## src/sv/kf3_pkg.sv

```systemverilog
// Shared types, constants and helpers of the three-state Kalman filter core.
package kf3_pkg;

    localparam int unsigned STATE_DIM = 3;
    localparam int unsigned FRAC_BITS = 16;
    localparam int unsigned DAT_W     = 32;
    localparam int unsigned COV_W     = 48;
    localparam int unsigned NUM_CFG   = 7;
    localparam int unsigned CFG_IDX_W = 3;

    localparam logic [CFG_IDX_W-1:0] CFG_MEAS_NOISE = 3'd0;
    localparam logic [CFG_IDX_W-1:0] CFG_PROC_POS   = 3'd1;
    localparam logic [CFG_IDX_W-1:0] CFG_PROC_VEL   = 3'd2;
    localparam logic [CFG_IDX_W-1:0] CFG_PROC_ACC   = 3'd3;
    localparam logic [CFG_IDX_W-1:0] CFG_INIT_POS   = 3'd4;
    localparam logic [CFG_IDX_W-1:0] CFG_INIT_VEL   = 3'd5;
    localparam logic [CFG_IDX_W-1:0] CFG_INIT_ACC   = 3'd6;

    localparam logic [DAT_W-1:0] RST_MEAS_NOISE = 32'd65536000;
    localparam logic [DAT_W-1:0] RST_PROC_POS   = 32'd65536;
    localparam logic [DAT_W-1:0] RST_PROC_VEL   = 32'd655;
    localparam logic [DAT_W-1:0] RST_PROC_ACC   = 32'd655;
    localparam logic [DAT_W-1:0] RST_INIT_POS   = 32'd655360;
    localparam logic [DAT_W-1:0] RST_INIT_VEL   = 32'd655360;
    localparam logic [DAT_W-1:0] RST_INIT_ACC   = 32'd65536;

    localparam logic ACTION_INIT = 1'b0;
    localparam logic ACTION_MEAS = 1'b1;

    typedef struct packed {
        logic                    action;
        logic signed [DAT_W-1:0] measurement;
        logic signed [DAT_W-1:0] start_pos;
        logic signed [DAT_W-1:0] start_vel;
        logic signed [DAT_W-1:0] start_acc;
    } t_in_item;

    typedef struct packed {
        logic signed [DAT_W-1:0] est_pos;
        logic signed [DAT_W-1:0] est_vel;
        logic signed [DAT_W-1:0] est_acc;
        logic signed [DAT_W-1:0] gain_pos;
        logic signed [DAT_W-1:0] gain_vel;
        logic signed [DAT_W-1:0] gain_acc;
        logic                    div_fault;
    } t_out_item;

    typedef struct packed {
        logic                    start;
        logic signed [COV_W-1:0] num;
        logic signed [COV_W:0]   den;
    } t_div_req;

    typedef struct packed {
        logic                    done;
        logic signed [DAT_W-1:0] quot;
    } t_div_rsp;

    typedef enum logic [3:0] {
        ST_IDLE,
        ST_INIT_WR,
        ST_FETCH_RD,
        ST_FETCH_CAP,
        ST_SUM,
        ST_DIV_GO,
        ST_DIV_WAIT,
        ST_XUPD,
        ST_UPD_RD,
        ST_UPD_CAP,
        ST_UPD_WR,
        ST_EMIT
    } t_state;

    function automatic logic signed [COV_W-1:0] sat_cov(input logic signed [COV_W+3:0] v);
        logic signed [COV_W-1:0] res;
        if (v[COV_W+3:COV_W-1] == '0 || v[COV_W+3:COV_W-1] == '1) begin
            res = v[COV_W-1:0];
        end else if (v[COV_W+3]) begin
            res = {1'b1, {(COV_W-1){1'b0}}};
        end else begin
            res = {1'b0, {(COV_W-1){1'b1}}};
        end
        return res;
    endfunction

    function automatic logic signed [DAT_W-1:0] sat_dat(input logic signed [2*DAT_W+1:0] v);
        logic signed [DAT_W-1:0] res;
        if (v[2*DAT_W+1:DAT_W-1] == '0 || v[2*DAT_W+1:DAT_W-1] == '1) begin
            res = v[DAT_W-1:0];
        end else if (v[2*DAT_W+1]) begin
            res = {1'b1, {(DAT_W-1){1'b0}}};
        end else begin
            res = {1'b0, {(DAT_W-1){1'b1}}};
        end
        return res;
    endfunction

endpackage

```

## src/sv/kf3_div.sv

```systemverilog
// Serial restoring divider for the gain: (num << FRAC_BITS) / den, saturated to 32 bits.
module kf3_div #(
    parameter int unsigned FRAC_BITS = kf3_pkg::FRAC_BITS
) (
    input  logic              i_clk,
    input  logic              i_rst_n,
    input  kf3_pkg::t_div_req i_req,
    output kf3_pkg::t_div_rsp o_rsp
);

    localparam int unsigned CW  = kf3_pkg::COV_W;
    localparam int unsigned DW  = kf3_pkg::DAT_W;
    localparam int unsigned NW  = CW + FRAC_BITS;
    localparam int unsigned CNW = $clog2(NW);
    localparam logic [CNW-1:0] LAST = CNW'(NW - 1);

    logic            r_busy;
    logic            r_done;
    logic [CNW-1:0]  r_cnt;
    logic [NW-1:0]   r_dvd;
    logic [NW-1:0]   r_quo;
    logic [CW:0]     r_rem;
    logic [CW:0]     r_den;
    logic            r_neg;
    logic signed [DW-1:0] r_quot;

    logic [CW+1:0]   rem_sh;
    logic            q_bit;
    logic [CW:0]     rem_nx;
    logic [NW-1:0]   q_fin;
    logic [NW-1:0]   q_lim;
    logic [DW-1:0]   q_sat;
    logic [CW-1:0]   num_mag;
    logic [CW:0]     den_mag;

    always_comb begin
        num_mag = i_req.num[CW-1] ? CW'(-i_req.num) : CW'(i_req.num);
        den_mag = i_req.den[CW] ? (CW+1)'(-i_req.den) : (CW+1)'(i_req.den);
        rem_sh  = {r_rem, r_dvd[NW-1]};
        q_bit   = rem_sh >= {1'b0, r_den};
        rem_nx  = q_bit ? (CW+1)'(rem_sh - {1'b0, r_den}) : rem_sh[CW:0];
        q_fin   = {r_quo[NW-2:0], q_bit};
        q_lim   = r_neg ? NW'({1'b1, {(DW-1){1'b0}}}) : NW'({1'b0, {(DW-1){1'b1}}});
        q_sat   = (q_fin > q_lim) ? q_lim[DW-1:0] : q_fin[DW-1:0];
    end

    always_ff @(posedge i_clk) begin
        if (!i_rst_n) begin
            r_busy <= 1'b0;
            r_done <= 1'b0;
            r_cnt  <= '0;
        end else begin
            r_done <= 1'b0;
            if (i_req.start) begin
                r_busy <= 1'b1;
                r_cnt  <= '0;
            end else if (r_busy) begin
                r_cnt <= r_cnt + 1'b1;
                if (r_cnt == LAST) begin
                    r_busy <= 1'b0;
                    r_done <= 1'b1;
                end
            end
        end
    end

    always_ff @(posedge i_clk) begin
        if (i_req.start) begin
            r_dvd <= {num_mag, {FRAC_BITS{1'b0}}};
            r_den <= den_mag;
            r_neg <= i_req.num[CW-1] ^ i_req.den[CW];
            r_rem <= '0;
            r_quo <= '0;
        end else if (r_busy) begin
            r_dvd <= {r_dvd[NW-2:0], 1'b0};
            r_rem <= rem_nx;
            r_quo <= q_fin;
            if (r_cnt == LAST) begin
                r_quot <= r_neg ? DW'(-q_sat) : q_sat;
            end
        end
    end

    assign o_rsp.done = r_done;
    assign o_rsp.quot = r_quot;

endmodule

```

## config.mk

```make
export PLATFORM = sky130hd
export DESIGN_NAME = kf3_div
export DESIGN_NICKNAME = d
export VERILOG_FILES = /design/src/sv/kf3_pkg.sv /design/src/sv/kf3_div.sv
export SDC_FILE = /design/constraint.sdc
export NUM_CORES = 1
export LEC_CHECK = 0
export BUFFER_PORTS_ARGS = -buffer_cell sky130_fd_sc_hd__buf_4
export CORE_ASPECT_RATIO = 1.4
export CORE_MARGIN = 4
export CORE_UTILIZATION = 39
export CTS_CLUSTER_DIAMETER = 50
export CTS_CLUSTER_SIZE = 20
export DETAILED_ROUTE_END_ITERATION = 8
export GPL_TIMING_DRIVEN = 0
export SYNTH_ARGS = -nofsm -noshare
export SYNTH_HDL_FRONTEND = slang
export SYNTH_SLANG_ARGS = --single-unit
```

## constraint.sdc

```tcl
create_clock -name i_clk -period 12.4 [get_ports i_clk]
set_clock_uncertainty 0.05 [all_clocks]
set_input_delay 3.72 -clock i_clk [delete_from_list [all_inputs] [get_ports i_clk]]
set_output_delay 3.72 -clock i_clk [all_outputs]
set_load 0.1 [all_outputs]
```

==> out/results.ini, run 1 <==
[yosys]
avgSynthCellArea_um2=8.955
async_reset_ff_share_pct=0
ys_types=73
synthCells=1752
synth_area_mm2=0.01569
synth_nets=1938
ys_warn_count=0
synth_ff_type=edfxtp_1
yosysSeqAreaShare_pct=40.19
synth-edff-count=130
synth-seq-cells=250

[worst_setup_path]
cp_slowest_cell=or4_1
setup.worst_path.end_class=flip-flop
crit_arrival_ns=9.33
critPathLaunchType=flip-flop
worstSetupPathType=reg2reg
path_common_cell=clkbuf_1
critPathMaxFanout=10
cp.required_ns=12.63
slowest_delay_ns=0.57

[power_and_ir_drop]
powerDensity_mw_per_mm2=119.8
total_power_mw=2.180
p_leak_nw=7.292
peakVddDrop_mv=0.07408

[clock_network]
numCtsBuffers=25
tritoncts=built
clk_path_buf_depth=3
post_cts_buffers=0
clock_latency_ns=0.55
h-tree-depth=1
clk_pin_slew_worst_paths_ns=0.08
cts_resized=0
cts_num_sinks=250
cts-root-buf=clkbuf_16
cts_hold_repair.buffers=0

[timing]
clock.fmax_mhz=109.9
fin_setup_tns_ns=0
finalMaxSlewViolations=0
rsz0062_at_grt=no
period_share_pct=73.40
hold_viol_final=0
setup_viol=0
min_period_ns=9.101
slew_headroom_pct=22.82
worstMarginPinSlew_ns=1.158

[die]
core_mm2=0.03960
num_rows=86
die_x_um=177.5
die_area_mm2=0.04355
die_h_um=245.3
io_pins=133
start_util_pct=39.62

[routing]
via_per_inst=5.477
post_drt_wl_per_cell_um=17.26
drt_wl_total_um=42390
num_vias=13450
drc=0
ant_nets=0
drtIter0Drc=853
firstDrtPassIters=5

[global_routing]
grt_max_degree=56
grt_pass1_vias=13350
grt_pass1_wl_um=68050
grt_antenna_before_repair=0
grtUsageTotal_pct=19.02
grt-ovfl-total=0

[place]
dp_hpwl_um=32210
place_area_mm2=0.01733
portBuffers=131
finalWeightedCongestion=0.9369

[finish]
syn2layout_area_growth_pct=15.96
diodes=0
final_layout_size_suffix_gt1_share_pct=10.27
layout_common_cells=nor2_1, nand2_1, buf_4
design_area_mm2=0.01819
final_common_cell=nor2_1
nets=2096

[run]
cap_violations=0

[run_status]
status=complete, no violations

[min_path]
min_path_type=reg2reg

==> routing by layer <==
metal  wire [µm]  track usage, %
met5           0               0
met4        1160           5.577
met3        1709           2.015
met2       22050           35.46
met1       17470           22.87
==> Yosys cell counts, types with 6 or more instances <==
cell | count | area share (%)
o21bai_1 | 7 | 0.33
clkbuf_1 | 74 | 1.8
o21ai_0 | 102 | 3.3
nor2b_1 | 11 | 0.44
a2bb2oi_1 | 6 | 0.33
a21boi_0 | 6 | 0.29
a311oi_1 | 29 | 1.6
mux2i_1 | 72 | 4.6
xnor2_1 | 71 | 4.0
or4_1 | 20 | 0.96
o31ai_1 | 29 | 1.4
o311ai_0 | 18 | 1.0
a21oi_1 | 116 | 3.7
and2_1 | 6 | 0.24
buf_1 | 14 | 0.33
or2_2 | 9 | 0.36
o21a_1 | 14 | 0.67
edfxtp_1 | 130 | 25
nor4_1 | 19 | 0.76
or3_1 | 28 | 1.1
xor2_1 | 64 | 3.6
inv_1 | 82 | 2.0
o41ai_1 | 18 | 1.0
and3_1 | 10 | 0.40
nand3_1 | 12 | 0.38
nor2_1 | 217 | 5.2
a21o_1 | 35 | 1.7
a31oi_1 | 14 | 0.56
ha_1 | 85 | 6.8
nor3_1 | 25 | 0.80
nand4_1 | 22 | 0.88
nand2_1 | 165 | 3.9
dfxtp_1 | 120 | 15
nand2b_1 | 9 | 0.36
a211oi_1 | 20 | 0.96
==> flip-flops by register name (all words and copies together), names as in the netlist <==
name    count
r_quot     32
r_den      49
r_done      1
r_cnt       6
r_rem      49
r_quo      63
r_dvd      48
r_neg       1
r_busy      1
==> stage by stage <==
step	util (%)	std cells	hold WS, ns	worst slack, ns
2_1_floorplan	-	1752	0.4083	5.594
3_3_place_gp	43.77	2411	0.4212	3.464
3_5_place_dp	43.77	2411	0.4365	3.363
4_1_cts	45.94	2456	0.4385	3.326
5_1_grt	45.94	2456	0.4602	2.866
6_report	45.94	2456	0.4407	3.299
==> final timing paths <==
kind / end / start / slack (ns) / cells past startpoint
worst max-delay path: r_quot[28] / r_den[21] / 3.30 / 31
worst min-delay path: r_rem[39] / r_rem[38] / 0.44 / 2
worst max register to register: r_quot[28] / r_den[21] / 3.30 / 31
worst min register to register: r_rem[39] / r_rem[38] / 0.44 / 2
==> layout make-up <==
cell class                      count  area [µm²]
Fill cell                        3931       21410
Multi-Input combinational cell   1329        8731
Sequential cell                   250        6306
Timing Repair Buffer              131       983.4
Tap cell                          528       660.6
Clock buffer                       27       643.1
Buffer                             89       337.8
Inverter                           84       315.3
Clock inverter                     18       215.2
==> cells by family after synthesis <==
family,Yosys count,share of synthesized area [%]
xor gates and xnor gates,135,7.537
DFF,250,40.19
muxes,72,4.594
AOI/OAI and AO/OA,453,18.93
and+or+nand+nor,583,17.67
adders and majority gates,86,6.906
buffers and inverters,173,4.163
==> where the power goes <==
| group | internal, mW | total [mW] | switching (mW) |
|---|---|---|---|
| logic | 0.176 | 0.442 | 0.266 |
| registers | 0.928 | 0.954 | 0.0260 |
| clock network | 0.417 | 0.784 | 0.367 |
| total | 1.52 | 2.18 | 0.660 |
==> worst max-delay path, delay by kind of cell, from the launching register on <==
family	cells	cell delay, ns
and+or+nand+nor	7	2.16
xor gates and xnor gates	1	0.18
buffers and inverters	9	3.00
DFF	1	0.32
AOI/OAI and AO/OA	11	2.32
adders and majority gates	3	0.77
(Power assumes the default switching activity.)
==> run 2: changes to the inputs <==
==> constraint.sdc (replaced) <==
create_clock -name i_clk -period 8.93 [get_ports i_clk]
set_clock_uncertainty 0.05 [all_clocks]
set_input_delay 2.679 -clock i_clk [delete_from_list [all_inputs] [get_ports i_clk]]
set_output_delay 2.679 -clock i_clk [all_outputs]
set_load 0.1 [all_outputs]
==> out/results.ini, run 2 (synthesis gave the netlist of run 1 again) <==
[power_and_ir_drop]
clockPowerShare_pct=36.0  ; about the same
p_leak_nw=7.300  ; +0.11%
peakVddDrop_mv=0.1029  ; +39%
seqPwrFrac_pct=43.7  ; about the same
switching_share_pct=30.27  ; about the same
comb_power_share_pct=20.3  ; about the same
power_switching_mw=0.9164  ; +39%
powerDensity_mw_per_mm2=166.3  ; +39%
p_int_mw=2.111  ; +39%

[routing]
via_per_inst=5.476  ; about the same
drc=0  ; unchanged
firstDrtPassIters=5  ; unchanged
ant_nets=0  ; unchanged
num_vias=13450  ; -0.015%
drtIter0Drc=878  ; +2.9%
drt_wl_total_um=42310  ; -0.18%
post_drt_wl_per_cell_um=17.23  ; -0.18%

[die]
num_rows=86  ; unchanged
start_util_pct=39.62  ; unchanged
die_h_um=245.3  ; unchanged
core_mm2=0.03960  ; unchanged
die_x_um=177.5  ; unchanged
io_pins=133  ; unchanged
die_area_mm2=0.04355  ; unchanged

[worst_setup_path]
critPathMaxFanout=10  ; unchanged
path_common_cell=clkbuf_1
worstReg2RegStart=r_den[21]
r2r_cells=31  ; unchanged
ff2ff_setup_slack_ns=0.52  ; -2.78 ns
setup.worst_path.end_class=flip-flop
cp_slowest_cell=or4_1
cp.required_ns=9.16  ; -3.47 ns
worstSetupPathType=reg2reg
critPathLaunchType=flip-flop
timing.rr.end=r_quot[28]
slowest_delay_ns=0.56  ; about the same
crit_arrival_ns=8.64  ; -0.69 ns

[place]
place_area_mm2=0.01733  ; unchanged
dp_hpwl_um=32210  ; unchanged
finalWeightedCongestion=0.9369  ; unchanged
portBuffers=131  ; unchanged
placed_cells=2411  ; unchanged

[finish]
diodes=0  ; unchanged
fin_cells=2456  ; unchanged
regMostFlops=r_quo
layout_common_cells=nor2_1, nand2_1, buf_4
design_area_mm2=0.01820  ; about the same
fill_cells=3929  ; -0.051%
multi_input_area_mm2=0.008737  ; about the same
final_common_cell=nor2_1
final_layout_size_suffix_gt1_share_pct=10.48  ; +0.21 points
nets=2096  ; unchanged
syn2layout_area_growth_pct=16.02  ; about the same
largest_register_ffs=63  ; unchanged
reg_top3=r_quo: 63 flops, r_den: 49 flops, r_rem: 49 flops
seqCellArea_mm2=0.006306  ; unchanged

[clock_network]
tritoncts=built
clk_path_buf_depth=3  ; unchanged
clock_latency_ns=0.55  ; about the same
post_cts_buffers=0  ; unchanged
clk_pin_slew_worst_paths_ns=0.08  ; about the same
cts_num_sinks=250  ; unchanged
h-tree-depth=1  ; unchanged
cts-root-buf=clkbuf_16
numCtsBuffers=25  ; unchanged

[timing]
period_share_pct=94.20  ; +21 points
setup_viol=0  ; unchanged
rsz0062_at_grt=no
hold_viol_final=0  ; unchanged
whs_ns=0.4431  ; +0.002407 ns
slew_headroom_pct=22.57  ; -0.25 points
clock.fmax_mhz=118.9  ; +8.2%
worstMarginPinSlew_ns=1.161  ; +0.003731 ns
finalMaxSlewViolations=0  ; unchanged
min_period_ns=8.412  ; -0.6892 ns

[global_routing]
grt-ovfl-total=0  ; unchanged
grt_antenna_before_repair=0  ; unchanged
grt_pass1_vias=13350  ; unchanged
grt_pass1_wl_um=68050  ; unchanged
grtUsageTotal_pct=19.02  ; unchanged
grt_max_degree=56  ; unchanged

[min_path]
hold_start=r_rem[38]
min_path_type=reg2reg
hold_end=r_rem[39]
min_path_cells=2  ; unchanged

[run]
cap_violations=0  ; unchanged

[run_status]
status=complete, no violations

-- run 2: what timing repair did --
action	CTS	global route
hold endpoints to repair	0	0
hold buffers	0	0
gates resized for setup	1	6
endpoints found under the setup margin	2	4
-- run 2: layout make-up --
type | count | area share, %
inverter | 84 | 1.739
sequential | 250 | 34.64
buffer | 89 | 1.870
tap | 528 | 3.629
clock inverter | 18 | 1.182
multi-input combinational | 1329 | 48.00
clock buffer | 27 | 3.533
timing repair buffer | 131 | 5.403
-- run 2: worst max-delay path by stage --
| stage | startpoint | to | slack, ns | depth (start not counted) |
|---|---|---|---|---|
| finish | r_den[21] | r_quot[28] | 0.52 | 31 |
| global route | r_den[21] | r_quot[30] | 0.02 | 31 |
| detailed placement | r_den[21] | r_quot[28] | -0.11 | 31 |
| CTS | r_den[21] | r_quot[28] | 0.04 | 31 |
| global placement | r_den[21] | r_quot[28] | -0.006 | 31 |
| floorplan | r_den[21] | r_quot[28] | 2.34 | 31 |
-- run 2: critical path: cells and delay by family (launching register included) --
kind	cells	cell delay (ns)
xor+xnor	1	0.19
simple gates	7	2.13
flops	1	0.32
fa+ha+maj	3	0.72
compound gates	11	2.12
buf+inv	9	2.58
-- run 2: power groups by stage --
stage          registers (mW)  logic, mW  clock network, mW
3_3_place_gp             1.35      0.600                  0
6_report                 1.32      0.614               1.09
4_1_cts                  1.32      0.612               1.11
3_5_place_dp             1.35      0.609                  0
2_1_floorplan            1.34      0.428                  0
5_1_grt                  1.33      0.689               1.16
-- run 2: per-layer routing --
layer | track usage (%) | part of all wire, % | vias up
met5 | 0 | 0 | -
met4 | 5.577 | 2.7 | 0
met3 | 2.015 | 4.2 | 84
met2 | 35.46 | 52 | 307
met1 | 22.87 | 41 | 6330
li1 | - | - | 6728
-- run 2: metrics by stage --
step / worst slack (ns) / setup TNS (ns) / power (mW) / utilization [%]
floorplan: 2.345 / 0 / 1.764 / -
global placement: -0.006139 / -0.006139 / 1.948 / 43.77
detailed placement: -0.1070 / -0.1070 / 1.959 / 43.77
CTS: 0.04379 / 0 / 3.050 / 45.94
global route: 0.01958 / 0 / 3.179 / 45.97
finish: 0.5180 / 0 / 3.027 / 45.97
==> run 3: changes to the inputs <==
--- a/config.mk
+++ b/config.mk
@@ -5,7 +5,7 @@
 export SDC_FILE = /design/constraint.sdc
 export NUM_CORES = 1
 export LEC_CHECK = 0
-export BUFFER_PORTS_ARGS = -buffer_cell sky130_fd_sc_hd__buf_4
+export BUFFER_PORTS_ARGS = -buffer_cell sky130_fd_sc_hd__buf_2
 export CORE_ASPECT_RATIO = 1.4
 export CORE_MARGIN = 4
 export CORE_UTILIZATION = 39
==> out/results.ini, run 3 (synthesis gave the netlist of run 1 again) <==
[run_status]
status=complete, no violations

[global_routing]
met2_usage_pct=35.29  ; -0.17 points
grt_pass1_vias=13190  ; -1.2%
grt_pass1_wl_um=68170  ; +0.16%
grt_max_degree=56  ; unchanged
grt_util_met1_pct=23.23  ; +0.35 points
grtUsageMet3_pct=1.938  ; -0.077 points
grtUsageTotal_pct=19.07  ; +0.051 points
grt_antenna_before_repair=0  ; unchanged
top_usage_layer=met2
grt-ovfl-total=0  ; unchanged

[die]
start_util_pct=39.62  ; unchanged
die_h_um=245.3  ; unchanged
die_x_um=177.5  ; unchanged
core_mm2=0.03960  ; unchanged
num_rows=86  ; unchanged
die_area_mm2=0.04355  ; unchanged
io_pins=133  ; unchanged

[worst_setup_path]
cp.required_ns=9.16  ; about the same
critPathMaxFanout=10  ; unchanged
worstSetupPathType=reg2reg
path_common_cell=clkbuf_1
crit_arrival_ns=8.77  ; +0.13 ns
r2r_cells=31  ; unchanged
cp.buffers_inverters=9  ; unchanged
cp_slowest_cell=or4_1
path_delay_family=buffers and inverters
slowest_delay_ns=0.55  ; about the same
cp_num_cells=31  ; unchanged
setup.worst_path.end_class=flip-flop
critPathLaunchType=flip-flop

[place]
portBuffers=131  ; unchanged
place_area_mm2=0.01701  ; -1.9%
dp_hpwl_um=32060  ; -0.46%
dp_slack_ns=-0.06168  ; +0.04536 ns
placed_cells=2411  ; unchanged
finalWeightedCongestion=0.9337  ; -0.34%

[power_and_ir_drop]
p_leak_nw=7.213  ; -1.2%
powerDensity_mw_per_mm2=172.3  ; +3.6%
peakVddDrop_mv=0.1288  ; +25%
total_power_mw=3.089  ; +2.1%

[run]
cap_violations=0  ; unchanged

[finish]
regMostFlops=r_quo
post-route-util_pct=45.29  ; -0.68 points
syn2layout_area_growth_pct=14.30
diodes=0  ; unchanged
fin_cells=2459  ; +0.12%
largest_register_ffs=63  ; unchanged
design_area_mm2=0.01793  ; -1.5%
final_layout_size_suffix_gt1_share_pct=10.46  ; -0.016 points
final_common_cell=nor2_1
layout_common_cells=nor2_1, nand2_1, buf_2
nets=2097  ; +0.048%
reg_top3=r_quo: 63 flops, r_den: 49 flops, r_rem: 49 flops

[clock_network]
post_cts_buffers=0  ; unchanged
clock_latency_ns=0.56  ; about the same
numCtsBuffers=26  ; +4.0%
cts_num_sinks=250  ; unchanged
h-tree-depth=1  ; unchanged
clk_path_buf_depth=3  ; unchanged
tritoncts=built
cts_hold_repair.buffers=0  ; unchanged
cts-root-buf=clkbuf_16
clk_pin_slew_worst_paths_ns=0.07  ; about the same

[timing]
worstMarginPinSlew_ns=1.272  ; +0.1110 ns
whs_ns=0.4462  ; +0.003069 ns
fin_ws_ns=0.3892  ; -0.1289 ns
setup_viol=0  ; unchanged
clock.fmax_mhz=117.1  ; -1.5%
hold_viol_final=0  ; unchanged
fin_setup_tns_ns=0  ; unchanged
period_share_pct=95.64  ; +1.4 points
finalMaxSlewViolations=0  ; unchanged
min_period_ns=8.541  ; +0.1289 ns
rsz0062_at_grt=no
slew_headroom_pct=15.17  ; -7.4 points

[min_path]
min_path_cells=2  ; unchanged
min_path_type=reg2reg

[routing]
post_drt_wl_per_cell_um=17.22  ; about the same
firstDrtPassIters=5  ; unchanged
num_vias=13420  ; -0.19%
ant_nets=0  ; unchanged
drc=0  ; unchanged
drtIter0Drc=887  ; +1.0%
drt_wl_total_um=42350  ; about the same
via_per_inst=5.459  ; -0.31%

run 3: what timing repair did:
item | in CTS | in global routing
setup endpoints to repair | 2 | 5
pin swaps | 0 | 0
resized for setup | 2 | 3
run 3: power by group:
group	switching [mW]	total, mW	internal [mW]
clock	0.507	1.16	0.657
combinational	0.369	0.601	0.232
sequential	0.0361	1.32	1.29
run 3: final cells by class:
class,count,area (µm²)
plain buffers,89,339.1
inverters,84,315.3
fillers,4006,21670
clock inverters,18,231.5
repair buffers,131,655.6
multi-input cells,1329,8737
flip-flops and latches,250,6306
well taps,528,660.6
clock buffers,30,686.9
run 3: routing by layer:
layer / vias up / routed length (µm)
met2: 266 / 21940
met3: 67 / 1467
met4: 0 / 1054
met5: - / 0
li1: 6742 / -
met1: 6349 / 17880
run 3: tightest hold or removal path, cell delays in order, from the launching register on:
cell and delay (ns):
dfxtp_1 0.32, o21ai_0 0.07, a21oi_1 0.06
run 3: worst paths after layout:
check                 start  slack [ns]    endpoint
hold / removal     r_cnt[5]        0.45    r_cnt[5]
hold reg to reg    r_cnt[5]        0.45    r_cnt[5]
setup reg to reg  r_den[21]        0.39  r_quot[28]
setup / recovery  r_den[21]        0.39  r_quot[28]
